<file path="config.mk">
export PLATFORM = sky130hd
export DESIGN_NAME = rdq_ctrl
export DESIGN_NICKNAME = d
export VERILOG_FILES = /design/src/hw/rtl/rdq_pkg.sv /design/src/hw/rtl/rdq_ctrl.sv
export SDC_FILE = /design/constraint.sdc
export NUM_CORES = 1
export LEC_CHECK = 0
export ABC_AREA = 1
export BUFFER_PORTS_ARGS = -buffer_cell sky130_fd_sc_hd__buf_2
export CAP_MARGIN = 10
export CORE_ASPECT_RATIO = 0.7
export CORE_MARGIN = 2
export CORE_UTILIZATION = 60
export CTS_CLUSTER_DIAMETER = 150
export CTS_CLUSTER_SIZE = 8
export DETAILED_ROUTE_END_ITERATION = 16
export GPL_ROUTABILITY_DRIVEN = 0
export PLACE_DENSITY = 0.85
export SETUP_SLACK_MARGIN = 0.5
export SYNTH_ARGS = -nofsm -noshare
export SYNTH_HDL_FRONTEND = slang
export SYNTH_SLANG_ARGS = --single-unit
</file>
<file path="constraint.sdc">
create_clock -name i_clk -period 3.3 [get_ports i_clk]
set_input_delay 0.66 -clock i_clk [delete_from_list [all_inputs] [get_ports i_clk]]
set_output_delay 0.66 -clock i_clk [all_outputs]
set_load 0.02 [all_outputs]
</file>
<file path="src/hw/rtl/rdq_pkg.sv">
package rdq_pkg;

    localparam int unsigned DEPTH_DEF = 1024;
    localparam int unsigned DATA_W    = 32;

    // command codes
    localparam logic [2:0] CMD_PUSH_FRONT = 3'd0;
    localparam logic [2:0] CMD_PUSH_BACK  = 3'd1;
    localparam logic [2:0] CMD_POP_FRONT  = 3'd2;
    localparam logic [2:0] CMD_POP_BACK   = 3'd3;
    localparam logic [2:0] CMD_REVERSE    = 3'd4;

    // status codes
    localparam logic [1:0] ST_OK    = 2'd0;
    localparam logic [1:0] ST_EMPTY = 2'd1;
    localparam logic [1:0] ST_FULL  = 2'd2;

    typedef struct packed {
        logic [2:0]               cmd;
        logic signed [DATA_W-1:0] push_value;
    } t_in;

    typedef struct packed {
        logic [1:0]               status;
        logic signed [DATA_W-1:0] pop_value;
    } t_out;

    // per-command outcome handed from the controller to the result register
    typedef struct packed {
        logic       res_valid;
        logic [1:0] status;
        logic       pop_ok;
    } t_step;

    // memory request from the controller
    typedef struct packed {
        logic we;
        logic re;
    } t_mem_ctl;

endpackage

</file>
<file path="src/hw/rtl/rdq_ctrl.sv">
module rdq_ctrl #(
    parameter int unsigned DEPTH = rdq_pkg::DEPTH_DEF
) (
    input  logic                       i_clk,
    input  logic                       i_rst_n,
    input  logic                       i_accept,
    input  logic [2:0]                 i_cmd,
    output rdq_pkg::t_mem_ctl          o_mem,
    output logic [$clog2(DEPTH)-1:0]   o_waddr,
    output logic [$clog2(DEPTH)-1:0]   o_raddr,
    output rdq_pkg::t_step             o_step
);

    localparam int unsigned AW = $clog2(DEPTH);
    localparam int unsigned CW = $clog2(DEPTH + 1);
    localparam int unsigned SW = CW + 1;
    localparam logic [AW-1:0] LAST_IDX = AW'(DEPTH - 1);
    localparam logic [CW-1:0] FULL_CNT = CW'(DEPTH);
    localparam logic [SW-1:0] DEPTH_S  = SW'(DEPTH);

    logic [AW-1:0] r_head, n_head;
    logic [CW-1:0] r_count, n_count;
    logic          r_rev, n_rev;

    logic          is_push, is_pop, at_front, full, empty;
    logic [AW-1:0] head_dec, head_inc, tail_wr, tail_rd;
    logic [SW-1:0] sum_wr, sum_rd;

    assign is_push  = (i_cmd == rdq_pkg::CMD_PUSH_FRONT) || (i_cmd == rdq_pkg::CMD_PUSH_BACK);
    assign is_pop   = (i_cmd == rdq_pkg::CMD_POP_FRONT) || (i_cmd == rdq_pkg::CMD_POP_BACK);
    assign at_front = ((i_cmd == rdq_pkg::CMD_PUSH_FRONT) ||
                       (i_cmd == rdq_pkg::CMD_POP_FRONT)) ^ r_rev;
    assign full     = (r_count == FULL_CNT);
    assign empty    = (r_count == '0);

    // wrap by one compare and subtract: every sum stays below twice the depth
    assign head_dec = (r_head == '0) ? LAST_IDX : r_head - AW'(1);
    assign head_inc = (r_head == LAST_IDX) ? '0 : r_head + AW'(1);
    assign sum_wr   = SW'(r_head) + SW'(r_count);
    assign sum_rd   = sum_wr - SW'(1);
    assign tail_wr  = (sum_wr >= DEPTH_S) ? AW'(sum_wr - DEPTH_S) : AW'(sum_wr);
    assign tail_rd  = (sum_rd >= DEPTH_S) ? AW'(sum_rd - DEPTH_S) : AW'(sum_rd);

    always_comb begin
        n_head    = r_head;
        n_count   = r_count;
        n_rev     = r_rev;
        o_mem     = '0;
        o_waddr   = at_front ? head_dec : tail_wr;
        o_raddr   = at_front ? r_head : tail_rd;
        o_step    = '0;
        if (i_accept) begin
            unique case (1'b1)
                (i_cmd == rdq_pkg::CMD_REVERSE): begin
                    n_rev = ~r_rev;
                end
                is_push: begin
                    if (full) begin
                        o_step.res_valid = 1'b1;
                        o_step.status    = rdq_pkg::ST_FULL;
                    end else begin
                        o_mem.we = 1'b1;
                        n_count  = r_count + CW'(1);
                        if (at_front) begin
                            n_head = head_dec;
                        end
                    end
                end
                is_pop: begin
                    o_step.res_valid = 1'b1;
                    if (empty) begin
                        o_step.status = rdq_pkg::ST_EMPTY;
                    end else begin
                        o_step.status = rdq_pkg::ST_OK;
                        o_step.pop_ok = 1'b1;
                        o_mem.re      = 1'b1;
                        n_count       = r_count - CW'(1);
                        if (at_front) begin
                            n_head = head_inc;
                        end
                    end
                end
                default: begin
                    // no job for this code: report empty
                    o_step.res_valid = 1'b1;
                    o_step.status    = rdq_pkg::ST_EMPTY;
                end
            endcase
        end
    end

    always_ff @(posedge i_clk) begin
        if (!i_rst_n) begin
            r_head  <= '0;
            r_count <= '0;
            r_rev   <= 1'b0;
        end else begin
            r_head  <= n_head;
            r_count <= n_count;
            r_rev   <= n_rev;
        end
    end

    a_count_bound: assert property (@(posedge i_clk) disable iff (!i_rst_n)
        (r_count <= FULL_CNT) && (r_head <= LAST_IDX))
        else $error("entry count or head out of range");

    a_reverse: assert property (@(posedge i_clk) disable iff (!i_rst_n)
        (i_accept && (i_cmd == rdq_pkg::CMD_REVERSE)) |=>
        (r_rev != $past(r_rev)) && $stable(r_head) && $stable(r_count))
        else $error("reverse touched pointers or missed the flag");

    a_pop_count: assert property (@(posedge i_clk) disable iff (!i_rst_n)
        (i_accept && is_pop && !empty) |=> (r_count == $past(r_count) - CW'(1)))
        else $error("pop did not drop the count by one");

    a_full_drop: assert property (@(posedge i_clk) disable iff (!i_rst_n)
        (i_accept && is_push && full) |=> $stable(r_count) && $stable(r_head))
        else $error("push into a full store changed state");

endmodule

</file>
# [Word-level counts from Yosys, hierarchy flattened]
# Index checks and enable logic that the tools add are counted.
[word_totals] reg_bits=22 in_bits=6 out_inout_bits=26 elab_cells=58
[classes] n_addsub=8 order_cmp=2 eq_ne=10 muxes=23 n_bitwise=2 n_reduce_logical=10
[op_table] operator="$mux 10" n=10
[op_table] operator="$sub 10x1->10 const B" n=3
[op_table] operator="$ge 12x11->1 const B" n=2
[op_table] operator="$mux 11" n=2
[op_table] operator="$pmux 11 s2" n=1
[op_table] operator="$pmux 10 s2" n=1
[op_table] operator="$add 10x11->12" n=1
[op_table] operator="$sub 12x1->12 const B" n=1
[op_table] operator="$add 11x1->11 const B" n=1
[op_table] operator="$eq 11x11->1 const B" n=1
[op_table] operator="$logic_not 11->1" n=1
[op_table] operator="$sub 11x1->11 const B" n=1
[op_table] operator="$add 10x1->10 const B" n=1
[op_table] operator="$eq 10x10->1 const B" n=1
[op_table] operator="$logic_not 10->1" n=1
[op_table] operator="$pmux 3 s3" n=1
[op_table] operator="$eq 3x2->1 const B" n=2
[op_table] operator="$reduce_and 6->1" n=1
[op_table] operator="$mux 1" n=5
[op_table] operator="$mux 4" n=1
[op_table] operator="$ne 2x1->1 const B" n=2
[op_table] operator="$ne 2x2->1 const B" n=2
[op_table] operator="$reduce_and 4->1" n=1
[op_table] operator="$eq 3x1->1 const B" n=1
[op_table] operator="9 further kinds" n=11

# [Logic depth before layout (Yosys ltp)]
# Gate-level depths: netlist of run 1.
[logic_depth] depth_word=6 depth_mapped=13 ltp_nobuf=13

# [Least setup slack after synthesis of run 1]
# No wires, ideal clock.
[synth_timing] kind="register to output" start="register r_head[0]" end="output o_raddr[6]" arrival_ns=2.153 t_required_ns=2.640 setup_slack_ns=0.487 path_stages_with_launch=13 n_path_buf=0 cell_sequence="dfxtp_1 -> ha_1 -> fa_1 -> inv_1 -> ha_1 -> inv_1 -> nor2_1 -> nand3_1 -> nor2_1 -> nand2_1 -> nand2_1 -> nand2_1 -> o21ai_0"
[synth_via] elab_chain_cells=5 word_cells_on_any_way=6 classes_between="3 x add/sub; 1 x order compare; 2 x mux"
[synth_rtl] item="start: declaration" line_no="rdq_ctrl.sv:21" rtl="logic [AW-1:0] r_head, n_head;"
[synth_rtl] item="start signal: assignment" line_no="rdq_ctrl.sv:98" rtl="r_head <= n_head;"
[synth_rtl] item="$add 10x11->12 (*)" line_no="rdq_ctrl.sv:39" rtl="assign sum_wr = SW'(r_head) + SW'(r_count);"
[synth_rtl] item="$sub 12x1->12 (*)" line_no="rdq_ctrl.sv:40" rtl="assign sum_rd = sum_wr - SW'(1);"
[synth_rtl] item="$sub 10x1->10 / $ge 12x11->1 (equally long branches)" line_no="rdq_ctrl.sv:42" rtl="assign tail_rd = (sum_rd >= DEPTH_S) ? AW'(sum_rd - DEPTH_S) : AW'(sum_rd);"
[synth_rtl] item="$mux 10 (*)" line_no="rdq_ctrl.sv:42"
[synth_rtl] item="$mux 10 (*)" line_no="rdq_ctrl.sv:50" rtl="o_raddr = at_front ? r_head : tail_rd;"
[synth_rtl] item="end: declaration" line_no="rdq_ctrl.sv:10" rtl="output logic [$clog2(DEPTH)-1:0] o_raddr,"
# Every way passes the cells marked *; elsewhere a longest branch is shown, timed or not.

# [Final worst setup path of run 1]
[layout_timing] start="register r_count[0]" end="output o_raddr[6]"
[layout_via] elab_chain_cells=5 word_cells_on_any_way=6 classes_between="3 x add/sub; 1 x order compare; 2 x mux"
[layout_rtl] item="start: declaration" line_no="rdq_ctrl.sv:22" rtl="logic [CW-1:0] r_count, n_count;"
[layout_rtl] item="start signal: assignment" line_no="rdq_ctrl.sv:99" rtl="r_count <= n_count;"
[layout_rtl] item="$add 10x11->12 (*)" line_no="rdq_ctrl.sv:39"
[layout_rtl] item="$sub 12x1->12 (*)" line_no="rdq_ctrl.sv:40"
[layout_rtl] item="$sub 10x1->10 / $ge 12x11->1 (equally long branches)" line_no="rdq_ctrl.sv:42"
[layout_rtl] item="$mux 10 (*)" line_no="rdq_ctrl.sv:42"
[layout_rtl] item="$mux 10 (*)" line_no="rdq_ctrl.sv:50"
# Marked as above.

==> impl_metrics.csv, run 1 <==
group,metric,value,unit
status,status,"finished clean",
critical_path,worstPathArrival,2290,ps
critical_path,start_kind,"flop",
cts,cts_tree,"done",
cts,clkTransAtPathRegs,80,ps
placement,numPortBuffers,31,
critical_path,worstPathCellList,"ha_4, fa_2, inv_2, ha_4, inv_2, nor2_4, nand3_2, nor2_1, nand2_1, nand2_1, nand2_1, nand2_1, o21ai_2, buf_6",
synthesis,synth_largest_type_area_fraction,19.5,%
synthesis,netlist_area_before_placement,2930,um^2
detailed_routing,routed_wirelength,9010,um
synthesis,syn_nets,533,
die,die_y,62.5,um
synthesis,yosys.cell_types.count,40,
critical_path,crit_fanout,3,
global_routing,grt.total_usage,31.8,%
detailed_routing,drc,0,
finish,insertedDiodeCount,0,
synthesis,synth_top_area_cell,"sky130_fd_sc_hd__nand2_1",
finish,layout-area-overhead-vs-synth,17.0,%
finish,fill_cells,395,
finish,design.final.nets,566,
critical_path,critPathCaptureType,"primary output",
cts,clk_latency,260,ps
finish,instances_no_fill,592,
detailed_routing,post_dr_wirelength_cell,15.2,um
power,leakagePower,1.75,nW
synthesis,synth_warnings,0,
critical_path,critPathKind,"reg2out",
sta,clock.fmax,339,MHz
detailed_routing,post_drt_via_cell_ratio,5.98,
die,die_x,87.5,um
sta,worst_slew_pin_slew,477,ps
die,die_area,5470,um^2
sta,worst_clock_skew,1.24,ps
placement,detailedPlacementHpwl,6470,um
sta,setup_violations,0,
global_routing,grt_first_pass_wirelength,14200,um
global_routing,grt.overflow.total,0,
synthesis,synth_area_leaders,"sky130_fd_sc_hd__nand2_1 (19%), sky130_fd_sc_hd__dfxtp_1 (15%), sky130_fd_sc_hd__ha_1 (9.0%)",
critical_path,cp_common_cell,"sky130_fd_sc_hd__nand2_1",
sta,setup_repair_after_global_routing_missed_its_margin,"true",
power,highest_ir_drop_seen_on_vdd,0.160,mV
hold_path,class_of_the_tightest_hold_or_removal_check,"reg2reg",
power,cellPowerDensity,334,nW/um^2
sta,timing_hold_violations_final,0,
finish,post_route_cells_drive_above_1_share,22.1,%
detailed_routing,ant_nets,0,
cts,postCtsHoldBufs,0,
placement,numPlacedInstances,581,
detailed_routing,drt_pre_antenna_iters,5,
sta,drv_slew,0,
die,row_count,21,
critical_path,timing.critical_path.slowest_cell_delay,440,ps
sta,slew-limit-headroom,68.2,%
critical_path,slowest_stage_cell_on_the_critical_path,"sky130_fd_sc_hd__fa_2",
global_routing,antenna_found_initial,0,
synthesis,asyncSetResetFlopFracSynth,0,%
die,top_level_ports,32,
global_routing,largest_net_degree_at_the_start_of_global_routing,30,
critical_path,worst_ep_required_time,2640,ps
synthesis,ys_seq_elements,22,
sta,part_of_the_cycle_the_worst_path_needs,89.5,%
synthesis,ys_dominant_reg_cell,"sky130_fd_sc_hd__dfxtp_1",
global_routing,grt_pass1_vias,3038,
cts,numCtsBuffers,3,
run,maximum_capacitance_violations,0,
synthesis,avgSynthCellArea,5.82,um^2
detailed_routing,dr.first_iter.drc_count,388,
sta,finalWorstPathRequiredPeriod,2950,ps
cts,tritoncts_num_sinks,22,
synthesis,synth_sequential_area_ratio,15.0,%
die,placeableCoreArea,4730,um^2
cts,cts.path.max_buffers,2,
synthesis,syn-instance-count,504,
synthesis,yosys-top-cells-count,"sky130_fd_sc_hd__nand2_1 (152), sky130_fd_sc_hd__inv_1 (56), sky130_fd_sc_hd__nor2_1 (53)",
cts,ctsRootBufferMaster,"sky130_fd_sc_hd__clkbuf_8",
synthesis,synth-edff-count,0,
detailed_routing,vias,3540,
synthesis,yosysMostFrequentCell,"sky130_fd_sc_hd__nand2_1",
cts,ctsHtreeMaxLevel,1,
sta,fin_tns_setup,0,ps
die,starting_utilization_of_the_core_area,62.0,%
==> worst max-delay path, delay by kind of cell (launching register included) <==
family	cells	cell delay (ps)
fa+ha+maj	3	720
simple gates	7	580
flops	1	360
buf+inv	3	290
compound gates	1	70
==> cell usage in the layout, fill, tap and decap left out, types with 13 or more instances in the layout <==
master | netlist | layout
sky130_fd_sc_hd__ha_1 | 21 | 13
sky130_fd_sc_hd__inv_1 | 56 | 52
sky130_fd_sc_hd__buf_4 | 4 | 14
sky130_fd_sc_hd__buf_2 | 5 | 23
sky130_fd_sc_hd__nor2_1 | 53 | 49
sky130_fd_sc_hd__nand3_1 | 41 | 33
sky130_fd_sc_hd__nand2_2 | 5 | 13
sky130_fd_sc_hd__o21ai_0 | 31 | 30
sky130_fd_sc_hd__nand2_1 | 152 | 143
sky130_fd_sc_hd__a21oi_1 | 33 | 32
==> kinds of logic (layout without fill, tap and decap cells) <==
| group | Yosys count | count (layout) | synth area share (%) |
|---|---|---|---|
| and+or+nand+nor | 291 | 291 | 44.5 |
| AOI/OAI and AO/OA | 78 | 78 | 14.2 |
| buffers and inverters | 74 | 105 | 11.2 |
| adders and majority gates | 23 | 23 | 10.3 |
| DFF | 22 | 22 | 15.0 |
| xor gates and xnor gates | 16 | 16 | 4.78 |
==> state kept, by name (all words and copies together) (netlist names) <==
signal,flops
r_head,10
r_count,11
r_rev,1
==> cell type report <==
class,count,area [um^2],share of cell area [%]
sequential,22,460,13.4
multi-input combinational,408,2360,68.7
timing repair buffer,41,265,7.73
tap,57,71.3,2.08
inverter,61,234,6.82
clock buffer,3,41.3,1.20
==> stage by stage <==
stage               hold WS [ps]  setup WS, ps  util [%]  instance area (um^2)  power, mW
floorplan                    477           544         -                  2940      0.715
global placement             507           451      65.2                  3080      0.838
detailed placement           514           328      65.2                  3080      0.851
CTS                          526           380      69.4                  3280       1.08
global route                 570           252      72.5                  3430       1.21
finish                       544           348      72.5                  3430       1.15
==> report_power, final <==
group | internal [mW] | switching, mW
Sequential | 0.280 | 0.0282
Combinational | 0.246 | 0.420
Clock | 0.0816 | 0.0891
==> metal layers <==
metal	global-route usage [%]	up-vias	wire (um)
met5	0	-	0
met1	48.3	1591	3770
met3	3.57	38	954
met4	3.08	0	214
met2	49.6	198	4070
li1	-	1713	-
==> worst paths after layout <==
| kind | from | endpoint | slack [ps] | cells after the start |
|---|---|---|---|---|
| worst max-delay path | r_count[0]$_SDFFE_PN0P_ | o_raddr[6] | 350 | 14 |
| worst min-delay path | r_head[2]$_SDFFE_PN0P_ | r_head[2]$_SDFFE_PN0P_ | 540 | 2 |
| worst max register to register | r_count[0]$_SDFFE_PN0P_ | r_count[6]$_SDFFE_PN0P_ | 1270 | 9 |
| worst min register to register | r_head[2]$_SDFFE_PN0P_ | r_head[2]$_SDFFE_PN0P_ | 540 | 2 |
==> what timing repair did <==
item,CTS,global route
resized for setup,40,32
setup endpoints to repair,12,12
cloned,0,0
setup buffers,4,4
pin swaps,9,10
Note: power is estimated with default switching activity, not from simulation.
==> run 2, diff against run 1 <==
==> constraint.sdc (replaced) <==
create_clock -name i_clk -period 3 [get_ports i_clk]
set_input_delay 0.6 -clock i_clk [delete_from_list [all_inputs] [get_ports i_clk]]
set_output_delay 0.6 -clock i_clk [all_outputs]
set_load 0.02 [all_outputs]
==> impl_metrics.csv, run 2 (synthesis gave the netlist of run 1 again) <==
group,metric,value,unit
finish,multiInputGateArea,2580,um^2
global_routing,grt_first_pass_wirelength,15600,um
sta,worst_clock_skew,8.42,ps
detailed_routing,drt_pre_antenna_iters,7,
sta,slew-limit-headroom,71.1,%
finish,sequential_cell_area,483,um^2
cts,ctsHtreeMaxLevel,1,
sta,setup_repair_after_global_routing_missed_its_margin,"true",
critical_path,worstPathCellList,"ha_4, fa_2, inv_2, ha_4, inv_2, nor2_4, nand3_2, nor2_4, nand2_1, nand2_1, nand2_1, o21ai_2, buf_6",
critical_path,cp_common_cell,"sky130_fd_sc_hd__nand2_1",
finish,layout_commonest_cell,"sky130_fd_sc_hd__nand2_1",
critical_path,critPathTopFamily,"adder cells",
detailed_routing,ant_nets,0,
run,maximum_capacitance_violations,0,
cts,tritoncts_num_sinks,22,
cts,cts.path.max_buffers,2,
finish,layout-area-overhead-vs-synth,34.1,%
finish,biggest_regs,"r_count (11), r_head (10), r_rev (1)",
critical_path,worstPathArrival,2400,ps
critical_path,start_kind,"flop",
finish,largest_reg_flops,11,
sta,clock.fmax,333,MHz
detailed_routing,dr.first_iter.drc_count,710,
global_routing,grt.total_usage,35.5,%
detailed_routing,drc,0,
power,leakagePower,1.97,nW
detailed_routing,routed_wirelength,12400,um
critical_path,slowest_stage_cell_on_the_critical_path,"sky130_fd_sc_hd__fa_2",
global_routing,antenna_found_initial,0,
sta,part_of_the_cycle_the_worst_path_needs,100,%
sta,fin_tns_setup,-3.93,ps
sta,finalWorstPathRequiredPeriod,3000,ps
finish,fill_cells,264,
finish,post_route_cells_drive_above_1_share,33.6,%
critical_path,worst_ep_required_time,2400,ps
cts,clkTransAtPathRegs,90,ps
critical_path,timing.critical_path.buf_inv,3,
global_routing,largest_net_degree_at_the_start_of_global_routing,30,
finish,regMostFlops,"r_count",
placement,numPlacedInstances,585,
cts,ctsRootBufferMaster,"sky130_fd_sc_hd__clkbuf_8",
finish,design.final.nets,590,
sta,drv_slew,0,
critical_path,timing.critical_path.slowest_cell_delay,440,ps
finish,finish.utilization,83.1,%
sta,worst_slew_pin_slew,428,ps
sta,setup_ws,-2.62,ps
die,die_area,5470,um^2
cts,numCtsBuffers,3,
sta,timing_hold_violations_final,0,
finish,final_cell_mix,"sky130_fd_sc_hd__nand2_1 (128), sky130_fd_sc_hd__inv_1 (49), sky130_fd_sc_hd__nor2_1 (45), sky130_fd_sc_hd__buf_4 (41), sky130_fd_sc_hd__a21oi_1 (30)",
critical_path,crit_fanout,3,
global_routing,grt.overflow.total,0,
finish,instances_no_fill,617,
placement,detailedPlace.worstSlack,237,ps
status,failed_checks,"setup timing",
status,status,"finished with violations",
die,top_level_ports,32,
hold_path,class_of_the_tightest_hold_or_removal_check,"reg2reg",
finish,insertedDiodeCount,0,
detailed_routing,post_drt_via_cell_ratio,6.81,
cts,clk_latency,270,ps
die,die_x,87.5,um
detailed_routing,post_dr_wirelength_cell,20.1,um
die,row_count,21,
power,cellPowerDensity,375,nW/um^2
critical_path,critPathCaptureType,"primary output",
power,highest_ir_drop_seen_on_vdd,0.234,mV
placement,numPortBuffers,31,
global_routing,grt_pass1_vias,3363,
die,die_y,62.5,um
critical_path,critPathKind,"reg2out",
detailed_routing,vias,4201,
placement,detailedPlacementHpwl,6820,um
die,placeableCoreArea,4730,um^2
cts,cts_tree,"done",
sta,setup_violations,2,
die,starting_utilization_of_the_core_area,62.0,%
[run 2: worst min-delay path, stage by stage (launching register included)]
cell and delay, ps:
sky130_fd_sc_hd__dfxtp_2 360, sky130_fd_sc_hd__nand2_1 70, sky130_fd_sc_hd__a21oi_1 60
[run 2: final timing paths]
kind / from / to / slack [ps] / cells past startpoint
max: r_count[0]$_SDFFE_PN0P_ / o_raddr[6] / -3 / 13
min reg2reg: r_count[4]$_SDFFE_PN0P_ / r_count[4]$_SDFFE_PN0P_ / 520 / 2
min: r_count[4]$_SDFFE_PN0P_ / r_count[4]$_SDFFE_PN0P_ / 520 / 2
max reg2reg: r_count[0]$_SDFFE_PN0P_ / r_count[8]$_SDFFE_PN0P_ / 1000 / 8
[run 2: per-stage QoR]
stage | cell area [um^2] | power [mW] | hold slack [ps]
after CTS | 3520 | 1.26 | 519
final | 3930 | 1.47 | 524
after floorplan | 2970 | 0.793 | 477
after global routing | 3930 | 1.52 | 556
after global placement | 3140 | 0.933 | 508
after detailed placement | 3140 | 0.947 | 511
[run 2: metal layers]
metal / share of wire [%] / track usage (%) / wire length [um]
met3: 16 / 11.2 / 1960
met4: 7.3 / 12.5 / 910
met2: 42 / 54.1 / 5200
met1: 35 / 47.0 / 4310
met5: 0 / 0 / 0
[run 2: what timing repair did]
item                                    4_1_cts  5_1_grt
gates resized for setup                      75       78
endpoints found under the setup margin       19       20
hold buffers                                  0        0
pin swaps                                    27       25
setup buffers                                 7       21
[run 2: cell type report]
cell class,instances,area share [%]
clock buffers,4,1.40
inverters,61,6.14
multi-input cells,408,65.6
flip-flops and latches,22,12.3
well taps,57,1.81
repair buffers,65,12.7
[run 2: report_power, final]
group,internal [mW],switching (mW),total [mW],leakage (nW)
Sequential,0.307,0.0353,0.343,0.190
Clock,0.117,0.110,0.227,0.0288
Combinational,0.350,0.554,0.905,1.75
Total,0.775,0.699,1.47,1.97
